--- src/nnst_pkg.sv ---
// ----------------------------------------------------------------------------
// nnst_pkg
// Types, constants and shared arithmetic for the spot tracker.
// ----------------------------------------------------------------------------
package nnst_pkg;

	localparam int MAX_TRACKS_DEF = 16;

	localparam int D2W  = 33;   // squared distance, 1/16 pixel units
	localparam int JW   = 14;   // jump radius in 1/16 pixel
	localparam int J2W  = 28;   // squared jump radius
	localparam int NUMW = 22;   // scaled distance before the divide

	localparam logic [16:0] AGE_CAP   = 17'd100000;
	localparam logic [8:0]  POS_BASE  = 9'd72;
	localparam logic [7:0]  POS_SPAN  = 8'd146;
	localparam logic [8:0]  RAD_ALPHA = 9'd64;

	// configuration register indexes
	localparam logic [1:0] CFG_MAX_JUMP = 2'd0;
	localparam logic [1:0] CFG_CONFIRM  = 2'd1;
	localparam logic [1:0] CFG_DROP     = 2'd2;

	// commands broadcast to the cell row
	localparam logic [2:0] OP_NONE  = 3'd0;
	localparam logic [2:0] OP_MATCH = 3'd1;
	localparam logic [2:0] OP_NEW   = 3'd2;
	localparam logic [2:0] OP_MISS  = 3'd3;
	localparam logic [2:0] OP_PACK  = 3'd4;

	typedef struct packed {
		logic        kind;
		logic [15:0] spot_x;
		logic [15:0] spot_y;
		logic [15:0] spot_radius;
		logic        has_radius;
	} in_item_t;

	typedef struct packed {
		logic [15:0] track_number;
		logic [16:0] track_age;
		logic        onset;
		logic        confirmed;
		logic [15:0] smooth_x;
		logic [15:0] smooth_y;
		logic [15:0] smooth_radius;
		logic        table_full;
	} out_item_t;

	typedef struct packed {
		logic        valid;
		logic        claimed;
		logic [15:0] cx;
		logic [15:0] cy;
		logic [15:0] smx;
		logic [15:0] smy;
		logic [15:0] smr;
		logic [16:0] age;
		logic [7:0]  misses;
		logic [15:0] ident;
	} slot_t;

	typedef struct packed {
		logic           found;
		logic [D2W-1:0] d2;
		logic [15:0]    smx;
		logic [15:0]    smy;
		logic [15:0]    smr;
		logic [16:0]    age;
		logic [15:0]    ident;
	} cand_t;

	typedef struct packed {
		logic [2:0]  op;
		logic [15:0] cx;
		logic [15:0] cy;
		logic [15:0] smx;
		logic [15:0] smy;
		logic [15:0] smr;
		logic [16:0] age;
		logic [15:0] ident;
		logic [7:0]  drop;
	} cmd_t;

	// (s*(256-a) + v*a + 128) >> 8
	function automatic logic [15:0] blend_q8(input logic [15:0] s, input logic [15:0] v,
		input logic [8:0] a);
		logic [25:0] acc;
		acc = ({10'd0, s} * {17'd0, 9'd256 - a}) + ({10'd0, v} * {17'd0, a}) + 26'd128;
		return acc[23:8];
	endfunction

endpackage

--- src/nnst_alpha.sv ---
// ----------------------------------------------------------------------------
// nnst_alpha
// Position weight from a squared distance: bit-serial square root, then a
// restoring divide of the clamped distance by the jump radius.
// ----------------------------------------------------------------------------
module nnst_alpha (
	input  logic                  clk,
	input  logic                  arst_n,
	input  logic                  start,
	input  logic [nnst_pkg::J2W-1:0] d2,
	input  logic [nnst_pkg::JW-1:0]  jq,
	output logic                  done,
	output logic [8:0]            alpha
);
	import nnst_pkg::*;

	localparam logic [1:0] A_IDLE  = 2'd0;
	localparam logic [1:0] A_SQRT  = 2'd1;
	localparam logic [1:0] A_SCALE = 2'd2;
	localparam logic [1:0] A_DIV   = 2'd3;

	logic [1:0]      state_q;
	logic [3:0]      bit_q;
	logic [J2W-1:0]  d2_q;
	logic [JW-1:0]   jq_q;
	logic [JW-1:0]   root_q;
	logic [NUMW-1:0] num_q;
	logic [7:0]      quo_q;
	logic            done_q;
	logic [8:0]      alpha_q;

	logic [JW-1:0]   trial;
	logic [J2W-1:0]  trial_sq;
	logic [JW-1:0]   dclamp;
	logic [NUMW-1:0] dsub;

	assign trial    = root_q | (JW'(1) << bit_q);
	assign trial_sq = {14'd0, trial} * {14'd0, trial};
	assign dclamp   = (root_q > jq_q) ? jq_q : root_q;
	assign dsub     = {8'd0, jq_q} << bit_q[2:0];

	always_ff @(posedge clk or negedge arst_n) begin
		if (!arst_n) begin
			state_q <= A_IDLE;
			done_q  <= 1'b0;
		end else begin
			done_q <= (state_q == A_DIV) && (bit_q == 4'd0);
			unique case (state_q)
				A_IDLE: begin
					if (start) begin
						d2_q    <= d2;
						jq_q    <= jq;
						root_q  <= '0;
						bit_q   <= 4'(JW - 1);
						state_q <= A_SQRT;
					end
				end
				A_SQRT: begin
					if (trial_sq <= d2_q)
						root_q <= trial;
					if (bit_q == 4'd0)
						state_q <= A_SCALE;
					else
						bit_q <= bit_q - 4'd1;
				end
				A_SCALE: begin
					num_q   <= NUMW'({14'd0, POS_SPAN} * {8'd0, dclamp});
					quo_q   <= '0;
					bit_q   <= 4'd7;
					state_q <= A_DIV;
				end
				A_DIV: begin
					if (num_q >= dsub) begin
						num_q <= num_q - dsub;
						quo_q[bit_q[2:0]] <= 1'b1;
					end
					if (bit_q == 4'd0) begin
						alpha_q <= POS_BASE + {1'b0, quo_q}
							+ {8'd0, (num_q >= dsub)};
						state_q <= A_IDLE;
					end else
						bit_q <= bit_q - 4'd1;
				end
				default: state_q <= A_IDLE;
			endcase
		end
	end

	assign done  = done_q;
	assign alpha = alpha_q;

endmodule

--- config.mk ---
export PLATFORM = sky130hd
export DESIGN_NAME = nnst_alpha
export DESIGN_NICKNAME = d
export VERILOG_FILES = /design/src/nnst_pkg.sv /design/src/nnst_alpha.sv
export SDC_FILE = /design/constraint.sdc
export NUM_CORES = 1
export LEC_CHECK = 0
export ABC_AREA = 1
export BUFFER_PORTS_ARGS = -buffer_cell sky130_fd_sc_hd__buf_2
export CAP_MARGIN = 20
export CORE_MARGIN = 1
export CORE_UTILIZATION = 61
export CTS_CLUSTER_DIAMETER = 100
export DETAILED_ROUTE_END_ITERATION = 10
export PLACE_DENSITY_LB_ADDON = 0.15
export RECOVER_POWER = 100
export SLEW_MARGIN = 20
export SYNTH_ARGS = -nofsm -noshare
export SYNTH_HDL_FRONTEND = slang
export SYNTH_SLANG_ARGS = --single-unit
--- constraint.sdc ---
create_clock -name clk -period 22.9 [get_ports clk]
set_input_delay 6.87 -clock clk [delete_from_list [all_inputs] [get_ports clk]]
set_output_delay 6.87 -clock clk [all_outputs]
set_load 0.01 [all_outputs]
==> results.toml <==
[critical_path]
cp_data_arrival_time_ns = 10.73
crit_path_end_kind = "flop"
r2r_slack_ns = 12.16
slowest_delay_ns = 1.56
critPathKind = "reg2reg"
worst_setup_path_start_kind = "flop"
crit_slowest_cell = "o21ai_0"
cp.required_ns = 22.89
path_max_fanout = 23

[logic_synthesis]
synthArstFlopShare_pct = 2.94
ys_seq_area_share_pct = 21.7
yosysWarnings = 0
syn_inst = 1736
synth_edf_count = 99
ys.flop_type = "edfxtp_1"
synth.distinct_cells = 46
synth_nets = 2108
netlist_area_sq_um = 14000
ys_ff_latch = 102
syn_avg_cell_area_sq_um = 8.08

[global_routing]
grt_remaining_overflow = 0
antenna_found_initial = 0
grt_pass1_wl_um = 58700
grt_pass1_vias = 11700
track_usage_pct = 32.1
grt_max_degree = 39

[clock_network]
cts_setup_buffers = 0
clk_pin_slew_ns = 0.08
clockBufferDepth = 2
numCtsBuffers = 9
root_buffer = "clkbuf_16"
clkLatencyLatePin_ns = 0.36
htreeDepth = 3
ctsHoldBuffers = 0
clock_sinks = 102
ctsResizeCount = 0
cts_tree = "yes"

[detailed_routing]
ant_nets = 0
wl_per_cell_um = 17.5
vias_per_cell = 5.60
vias = 11600
drc_errors = 0
firstDrtPassIters = 5
totalWireLength_um = 36100
drt_iter0_markers = 516

[status]
outcome = "finished, violations left"
violations = "capacitance limit, slew limit"

[die]
die_h_um = 154
start_util_pct = 62.1
coreArea_sq_um = 22600
die_w_um = 154
rows = 55
dieArea_sq_um = 23600
ios = 55

[placed_design]
dp.cells = 2047
gp_congestion = 0.969
io_buffer_count = 54
hpwl_um = 30600

[timing]
worst-slew-pin-transition_ns = 2.15
fmax_mhz = 93.1
skew_ns = 0.0133
slew_viol_final = 53
final.period_utilization_pct = 46.9
relSlewSlack_pct = -43.5
finalWorstPathRequiredPeriod_ns = 10.74
setup_viol = 0
hold_viol = 0
rsz0062_at_grt = "no"
finalSetupTns_ns = 0

[finish]
final_common_cell = "inv_1"
final_cells = 2063
layout-drive-gt1-share_pct = 4.56
layout_common_cells = "371 x inv_1, 346 x nand2_1, 201 x ha_1"
antenna_cells = 0
nets = 2145
synthToLayoutAreaGrowth_pct = 5.59

[hold_path]
worstHoldPathType = "reg2reg"

[job]
max_cap_viol_count = 2
==> synthesized netlist by cell type (6+ instances only) <==
cell	instances	area (sq um)
inv_1	371	1390
nand2_1	342	1280
ha_1	201	2510
fa_1	126	2520
o21ai_0	119	596
a21oi_1	116	581
nor2_1	105	394
edfxtp_1	99	2970
nand3_1	44	220
xor2_1	31	272
clkbuf_1	24	90.1
nor3_1	16	80.1
nand4_1	15	93.8
buf_2	11	55.1
xnor2_1	11	96.3
o21bai_1	9	67.6
a21o_1	8	60.1
nand2_2	8	50.1
o21ai_1	8	40.0
a31oi_1	7	43.8
o21a_1	7	52.6
o211ai_1	6	45.0
==> cell families after synthesis <==
family | Yosys count | share of synthesized area [%]
multiplexers | 6 | 0.437
adder cells (fa/ha/maj) | 327 | 35.9
AND/OR/NAND/NOR | 550 | 16.5
AO/OA/AOI/OAI | 298 | 11.6
buffers and inverters | 411 | 11.2
flip-flops | 102 | 21.7
XOR/XNOR | 42 | 2.62
==> routing by layer <==
metal / track usage [%] / share of wire, % / vias up / wire length, um
li1: - / - / 5647 / -
met1: 34.5 / 37 / 5479 / 13500
met2: 62.1 / 53 / 337 / 19200
met3: 3.69 / 4.1 / 89 / 1500
met4: 15.5 / 5.1 / 0 / 1840
met5: 0 / 0 / - / 0
==> stage by stage <==
| stage | hold slack (ns) | utilization [%] | worst slack (ns) | instance area [sq um] |
|---|---|---|---|---|
| after floorplan | 0.546 | - | 12.61 | 14000 |
| after global placement | 0.572 | 64.5 | 13.62 | 14600 |
| after detailed placement | 0.581 | 64.6 | 13.50 | 14600 |
| after CTS | 0.593 | 66.0 | 13.47 | 14900 |
| after global routing | 0.615 | 65.6 | 11.57 | 14800 |
| final | 0.589 | 65.6 | 12.16 | 14800 |
==> state kept, by name (all words and copies together), names as in the netlist <==
signal,flops
jq_q,14
state_q,2
bit_q,4
quo_q,8
d2_q,28
done,1
alpha,9
root_q,14
num_q,22
==> path summary, 6_finish.rpt <==
check                                       start                      end  cells past startpoint
setup / recovery               bit_q[1]$_DFFE_PP_  root_q[6]$_SDFFCE_PN0P_                     31
hold reg to reg            quo_q[7]$_SDFFCE_PN0P_       alpha[7]$_DFFE_PP_                      1
min in group asynchronous                  arst_n   state_q[1]$_DFFE_PN0P_                      1
hold / removal             quo_q[7]$_SDFFCE_PN0P_       alpha[7]$_DFFE_PP_                      1
setup reg to reg               bit_q[1]$_DFFE_PP_  root_q[6]$_SDFFCE_PN0P_                     31
max in group asynchronous                  arst_n   state_q[0]$_DFFE_PN0P_                      1
==> critical path: cells and delay by family, from the launching register on <==
kind,cells,cell delay (ns)
fa+ha+maj,9,3.95
compound gates,8,2.94
buf+inv,7,1.69
simple gates,6,1.01
flops,1,0.57
xor+xnor,1,0.18
==> cell type report <==
cell class                 instances  area [sq um]
clock inverter                     7          97.6
fill                            2005          7760
timing repair buffer              63           293
inverter                         374          1400
sequential                       102          3050
clock buffer                       9           225
multi-input combinational       1223          9380
tap                              285           357
Power is left out: the tool's default activity adds up to more than one toggle a clock period on the data nets, which glitch-free logic cannot reach.
