<file path="src/nnst_pkg.sv">
// ----------------------------------------------------------------------------
// nnst_pkg
// Types, constants and shared arithmetic for the spot tracker.
// ----------------------------------------------------------------------------
package nnst_pkg;

	localparam int MAX_TRACKS_DEF = 16;

	localparam int D2W  = 33;   // squared distance, 1/16 pixel units
	localparam int JW   = 14;   // jump radius in 1/16 pixel
	localparam int J2W  = 28;   // squared jump radius
	localparam int NUMW = 22;   // scaled distance before the divide

	localparam logic [16:0] AGE_CAP   = 17'd100000;
	localparam logic [8:0]  POS_BASE  = 9'd72;
	localparam logic [7:0]  POS_SPAN  = 8'd146;
	localparam logic [8:0]  RAD_ALPHA = 9'd64;

	// configuration register indexes
	localparam logic [1:0] CFG_MAX_JUMP = 2'd0;
	localparam logic [1:0] CFG_CONFIRM  = 2'd1;
	localparam logic [1:0] CFG_DROP     = 2'd2;

	// commands broadcast to the cell row
	localparam logic [2:0] OP_NONE  = 3'd0;
	localparam logic [2:0] OP_MATCH = 3'd1;
	localparam logic [2:0] OP_NEW   = 3'd2;
	localparam logic [2:0] OP_MISS  = 3'd3;
	localparam logic [2:0] OP_PACK  = 3'd4;

	typedef struct packed {
		logic        kind;
		logic [15:0] spot_x;
		logic [15:0] spot_y;
		logic [15:0] spot_radius;
		logic        has_radius;
	} in_item_t;

	typedef struct packed {
		logic [15:0] track_number;
		logic [16:0] track_age;
		logic        onset;
		logic        confirmed;
		logic [15:0] smooth_x;
		logic [15:0] smooth_y;
		logic [15:0] smooth_radius;
		logic        table_full;
	} out_item_t;

	typedef struct packed {
		logic        valid;
		logic        claimed;
		logic [15:0] cx;
		logic [15:0] cy;
		logic [15:0] smx;
		logic [15:0] smy;
		logic [15:0] smr;
		logic [16:0] age;
		logic [7:0]  misses;
		logic [15:0] ident;
	} slot_t;

	typedef struct packed {
		logic           found;
		logic [D2W-1:0] d2;
		logic [15:0]    smx;
		logic [15:0]    smy;
		logic [15:0]    smr;
		logic [16:0]    age;
		logic [15:0]    ident;
	} cand_t;

	typedef struct packed {
		logic [2:0]  op;
		logic [15:0] cx;
		logic [15:0] cy;
		logic [15:0] smx;
		logic [15:0] smy;
		logic [15:0] smr;
		logic [16:0] age;
		logic [15:0] ident;
		logic [7:0]  drop;
	} cmd_t;

	// (s*(256-a) + v*a + 128) >> 8
	function automatic logic [15:0] blend_q8(input logic [15:0] s, input logic [15:0] v,
		input logic [8:0] a);
		logic [25:0] acc;
		acc = ({10'd0, s} * {17'd0, 9'd256 - a}) + ({10'd0, v} * {17'd0, a}) + 26'd128;
		return acc[23:8];
	endfunction

endpackage

</file>
<file path="src/nnst_cell.sv">
// ----------------------------------------------------------------------------
// nnst_cell
// One track slot: its own distance pipeline, a stage of the best-match
// chain, and the shift stage used to close gaps at frame end.
// ----------------------------------------------------------------------------
module nnst_cell #(
	parameter int MAX_TRACKS = nnst_pkg::MAX_TRACKS_DEF,
	parameter int CELL_ID    = 0,
	localparam int IW        = $clog2(MAX_TRACKS)
) (
	input  logic                   clk,
	input  logic                   arst_n,
	input  nnst_pkg::cmd_t         cmd,
	input  logic [IW-1:0]          wr_idx,
	input  logic [nnst_pkg::J2W-1:0] jump2,
	input  logic                   hole_in,
	output logic                   hole_out,
	input  nnst_pkg::slot_t        upper,
	output nnst_pkg::slot_t        slot,
	input  nnst_pkg::cand_t        cand_in,
	input  logic [IW-1:0]          cand_idx_in,
	output nnst_pkg::cand_t        cand_out,
	output logic [IW-1:0]          cand_idx_out
);
	import nnst_pkg::*;

	logic        valid_q;
	logic        claimed_q;
	logic [15:0] cx_q, cy_q, smx_q, smy_q, smr_q, ident_q;
	logic [16:0] age_q;
	logic [7:0]  misses_q;

	logic [15:0]    dx_s1, dy_s1;
	logic [31:0]    dxx_s2, dyy_s2;
	logic [D2W-1:0] d2_s3;
	cand_t          cand_q;
	logic [IW-1:0]  cand_idx_q;

	logic   elig, take, shift, miss;
	logic [8:0] m_inc;

	assign hole_out = hole_in | ~valid_q;
	assign shift    = hole_out;
	assign elig     = valid_q & ~claimed_q & (d2_s3 <= {5'd0, jump2});
	assign take     = elig & (~cand_in.found | (d2_s3 <= cand_in.d2));
	assign miss     = valid_q & ~claimed_q;
	assign m_inc    = {1'b0, misses_q} + 9'd1;

	// distance pipeline: absolute differences, then squares, then their sum, each registered
	always_ff @(posedge clk) begin
		dx_s1  <= (cx_q >= cmd.cx) ? cx_q - cmd.cx : cmd.cx - cx_q;
		dy_s1  <= (cy_q >= cmd.cy) ? cy_q - cmd.cy : cmd.cy - cy_q;
		dxx_s2 <= dx_s1 * dx_s1;
		dyy_s2 <= dy_s1 * dy_s1;
		d2_s3  <= {1'b0, dxx_s2} + {1'b0, dyy_s2};
	end

	always_ff @(posedge clk or negedge arst_n) begin
		if (!arst_n) begin
			cand_q     <= '0;
			cand_idx_q <= '0;
		end else if (take) begin
			cand_q     <= '{found: 1'b1, d2: d2_s3, smx: smx_q, smy: smy_q,
				smr: smr_q, age: age_q, ident: ident_q};
			cand_idx_q <= IW'(CELL_ID);
		end else begin
			cand_q     <= cand_in;
			cand_idx_q <= cand_idx_in;
		end
	end

	always_ff @(posedge clk or negedge arst_n) begin
		if (!arst_n) begin
			valid_q   <= 1'b0;
			claimed_q <= 1'b0;
		end else begin
			unique case (cmd.op)
				OP_MATCH: if (wr_idx == IW'(CELL_ID)) claimed_q <= 1'b1;
				OP_NEW: begin
					if (~valid_q & ~hole_in) begin
						valid_q   <= 1'b1;
						claimed_q <= 1'b1;
					end
				end
				OP_MISS: begin
					claimed_q <= 1'b0;
					if (miss && m_inc > {1'b0, cmd.drop})
						valid_q <= 1'b0;
				end
				OP_PACK: begin
					if (shift) begin
						valid_q   <= upper.valid;
						claimed_q <= upper.claimed;
					end
				end
				default: ;
			endcase
		end
	end

	always_ff @(posedge clk) begin
		unique case (cmd.op)
			OP_MATCH, OP_NEW: begin
				if ((cmd.op == OP_MATCH && wr_idx == IW'(CELL_ID))
					|| (cmd.op == OP_NEW && ~valid_q && ~hole_in)) begin
					cx_q     <= cmd.cx;
					cy_q     <= cmd.cy;
					smx_q    <= cmd.smx;
					smy_q    <= cmd.smy;
					smr_q    <= cmd.smr;
					age_q    <= cmd.age;
					misses_q <= '0;
					if (cmd.op == OP_NEW)
						ident_q <= cmd.ident;
				end
			end
			OP_MISS: begin
				if (miss) begin
					misses_q <= m_inc[7:0];
					age_q    <= '0;
				end
			end
			OP_PACK: begin
				if (shift) begin
					cx_q     <= upper.cx;
					cy_q     <= upper.cy;
					smx_q    <= upper.smx;
					smy_q    <= upper.smy;
					smr_q    <= upper.smr;
					age_q    <= upper.age;
					misses_q <= upper.misses;
					ident_q  <= upper.ident;
				end
			end
			default: ;
		endcase
	end

	assign slot = '{valid: valid_q, claimed: claimed_q, cx: cx_q, cy: cy_q, smx: smx_q,
		smy: smy_q, smr: smr_q, age: age_q, misses: misses_q, ident: ident_q};
	assign cand_out     = cand_q;
	assign cand_idx_out = cand_idx_q;

endmodule

</file>
<file path="config.mk">
export PLATFORM = sky130hd
export DESIGN_NAME = nnst_cell
export DESIGN_NICKNAME = d
export VERILOG_FILES = /design/src/nnst_pkg.sv /design/src/nnst_cell.sv
export SDC_FILE = /design/constraint.sdc
export NUM_CORES = 2
export LEC_CHECK = 0
export ABC_AREA = 1
export BUFFER_PORTS_ARGS = -buffer_cell sky130_fd_sc_hd__buf_2
export CELL_PAD_IN_SITES_DETAIL_PLACEMENT = 1
export CELL_PAD_IN_SITES_GLOBAL_PLACEMENT = 2
export CORE_AREA = 2 2 324 326
export CTS_BUF_LIST = sky130_fd_sc_hd__clkbuf_4 sky130_fd_sc_hd__clkbuf_8
export CTS_CLUSTER_DIAMETER = 80
export DETAILED_ROUTE_END_ITERATION = 6
export DIE_AREA = 0 0 326 328
export PLACE_DENSITY = 0.91
export SETUP_SLACK_MARGIN = 0.05
export SYNTH_ARGS = -nofsm -noshare
export SYNTH_HDL_FRONTEND = slang
export SYNTH_SLANG_ARGS = --single-unit
</file>
<file path="constraint.sdc">
create_clock -name clk -period 5.85 [get_ports clk]
set_clock_uncertainty 0.1 [all_clocks]
set_input_delay 0.2925 -clock clk [delete_from_list [all_inputs] [get_ports clk]]
set_output_delay 0.2925 -clock clk [all_outputs]
set_load 0.05 [all_outputs]
</file>
==> run_results.csv <==
group,metric,value,unit
outcome,status,"finished, final reports clean",
synth,synth_seq_area_share,26.3,%
synth,synth_nets,5501,
sta,slew_viol_final,0,
placed_design,place_ws,-0.244,ns
synth,yosys.area_share.simple,20.2,%
clock_tree,clk-insertion-delay-late,0.73,ns
clock_tree,cts_buffer_depth,3,
grt,antenna_found_initial,20,
cells_and_area,final_common_cell,"nand2_1",
hold_path,hold_class,"in -> async",
detailed_routing,remaining_drc_errors,0,
detailed_routing,routed_wl,145000,microns
sta,fin_crit_sh,94.6,%
grt,grt.total_usage,27.1,%
grt,grt_max_degree,99,
clock_tree,cts_root_buffer,"clkbuf_8",
synth,synth_area,35000,sq um
cells_and_area,area_delta_synth_final,29.2,%
setup_path,crit_top_cell,"fa_1",
synth,synth_compound_area_share,6.42,%
setup_path,cpPeakStageDelay,0.56,ns
clock_tree,cts_tree,"done",
synth,syn_inst,4405,
sta,tightestPinTransition,1.15,ns
die,core,103000,sq um
detailed_routing,wl_per_cell,21.2,microns
sta,setup_viol,0,
detailed_routing,firstDrtPassIters,7,
synth,synth_top_family_by_area,"adder cells",
placed_design,gp_congestion,1.02,
setup_path,critPathSlowestCell,"fa_1",
sta,setup_ws,0.313,ns
placed_design,portBuffers,643,
clock_tree,cts_buffers,74,
synth,synth_fa_ha_area_share,31.9,%
grt,grt_pass1_vias,37000,
setup_path,path_cells,"buf_4, nand2_1, inv_1, fa_1, inv_1, fa_1, inv_1, fa_1, inv_1, fa_1, fa_1, inv_1, fa_1, ha_1, a21oi_1, o21ai_0, a21boi_0, nand3_1, xor2_1",
setup_path,required,6.34,ns
die,initial_core_util,33.9,%
synth,ys_types,45,
clock_tree,postCtsSetupRepairBufs,0,
synth,synth-xor-area-share,3.50,%
detailed_routing,drt.antenna.violating_nets,0,
setup_path,cp.arrival,6.03,ns
placed_design,dp.cells,6329,
setup_path,crit_fanout,6,
cells_and_area,layout_common_cells,"1257 x nand2_1, 892 x inv_1, 642 x buf_2",
grt,grt_pass1_wl,221000,microns
detailed_routing,routed_via_density,4.87,
sta,slew_headroom,23.1,%
die,chipWidth,326,microns
sta,hold_viol,0,
synth,yosysWarnings,0,
die,io_pins,644,
synth,yosys_register_bits,369,
cells_and_area,layout.cells.non_filler,6845,
die,rows,118,
clock_tree,cts_sinks,369,
clock_tree,cts.clk_slew.worst_paths,0.07,ns
run,drv_cap,0,
die,die_area,107000,sq um
synth,syn_area_per_cell,7.94,sq um
die,die_h,328,microns
placed_design,hpwl,115000,microns
cells_and_area,layout.nets,6486,
detailed_routing,first_iter_violations,1692,
sta,rsz0062_at_grt,"false",
detailed_routing,num_vias,33300,
setup_path,cp-end-kind,"flip-flop",
clock_tree,htreeDepth,3,
sta,fmax,0.181,GHz
cells_and_area,layout-drive-gt1-share,16.7,%
grt,grt_overflow_total,0,
synth,muxShareOfSynthArea,0,%
setup_path,path_class,"reg -> reg",
sta,post-route-min-period,5.54,ns
setup_path,startpoint_type,"flip-flop",
## Yosys cell counts, drive strengths merged
cell type	number	area share, %
nor2b	1	0.018
a21o	20	0.43
nor3	37	0.54
fa	328	19
o21ai	148	2.1
a21boi	6	0.13
buf	51	0.85
xor2	115	2.9
a22oi	1	0.021
or2	10	0.18
and3	1	0.018
nand2	1260	14
nor2	191	2.1
nand4	130	2.3
dfrtp	121	8.7
a31oi	3	0.054
o21bai	18	0.39
o21a	6	0.13
a31o	2	0.050
nand3	97	1.4
xnor2	25	0.63
o211ai	11	0.24
a21oi	188	2.7
a211oi	1	0.021
inv	898	9.6
dfxtp	127	7.3
edfxtp	121	10
ha	367	13
nor4	4	0.072
clkbuf	111	1.2
a22o	4	0.10
o311ai	2	0.050
## layer usage
layer / GRT usage [%] / routed length, microns / up-vias
li1: - / - / 15600
met1: 30.8 / 56900 / 16400
met2: 48.0 / 71300 / 1062
met3: 5.02 / 8000 / 310
met4: 14.5 / 9000 / 8
met5: 0 / 50 / -
## cell families after synthesis
logic type,after synthesis
XOR/XNOR,140
adder cells (fa/ha/maj),695
AND/OR/NAND/NOR,1731
AO/OA/AOI/OAI,410
flip-flops,369
buffers and inverters,1060
## layout make-up
cell class	count	area, sq um
diodes	15	37.5
flip-flops and latches	369	9250
fillers	12600	58000
inverters	898	3380
clock inverters	23	262
clock buffers	113	1370
multi-input cells	2976	21800
well taps	1380	1730
repair buffers	1071	7370
## path summary, 6_finish.rpt
path | from | to | slack [ns] | depth (start not counted)
setup reg to reg | dx_s1[5] | dxx_s2[26] | 0.31 | 19
min in group clk | cmd[123] | ident_q[10] | 0.09 | 4
hold reg to reg | dyy_s2[2] | d2_s3[2] | 0.39 | 1
setup / recovery | dx_s1[5] | dxx_s2[26] | 0.31 | 19
max in group asynchronous | arst_n | cand_out[21] | 4.69 | 3
hold / removal | arst_n | cand_out[71] | 0.07 | 3
## registers in the layout (all words and copies together) (netlist names), 17 cells and up
| signal | count |
|---|---|
| d2_s3 | 33 |
| age_q | 17 |
| cand_out | 115 |
| dxx_s2 | 31 |
| dyy_s2 | 31 |
## timing repair
action,in CTS,in global routing
gates cloned,0,0
gates resized for setup,14,31
pin swaps,0,1
hold buffers,365,0
endpoints found under the setup margin,10,28
endpoints found under the hold margin,305,0
## worst max-delay path: cells and delay by family, from the launching register on
kind | cells | cell delay [ns]
AO/OA/AOI/OAI | 3 | 0.87
XOR/XNOR | 1 | 0.16
adder cells (fa/ha/maj) | 7 | 3.21
buffers and inverters | 6 | 0.50
flip-flops | 1 | 0.35
AND/OR/NAND/NOR | 2 | 0.26
## through the flow
| step | instance area (sq um) | utilization [%] | hold slack [ns] | TNS (ns) |
|---|---|---|---|---|
| final | 45200 | 43.8 | 0.0680 | 0 |
| after global routing | 45200 | 43.8 | 0.0471 | 0 |
| after CTS | 45100 | 43.7 | 0.0114 | 0 |
| after detailed placement | 39700 | 38.5 | 0.211 | -0.470 |
| after global placement | 39700 | 38.5 | 0.207 | -0.307 |
| after floorplan | 35000 | - | -0.103 | 0 |
Power is left out: the tool's default activity adds up to more than one toggle a clock period on the data nets, which glitch-free logic cannot reach.
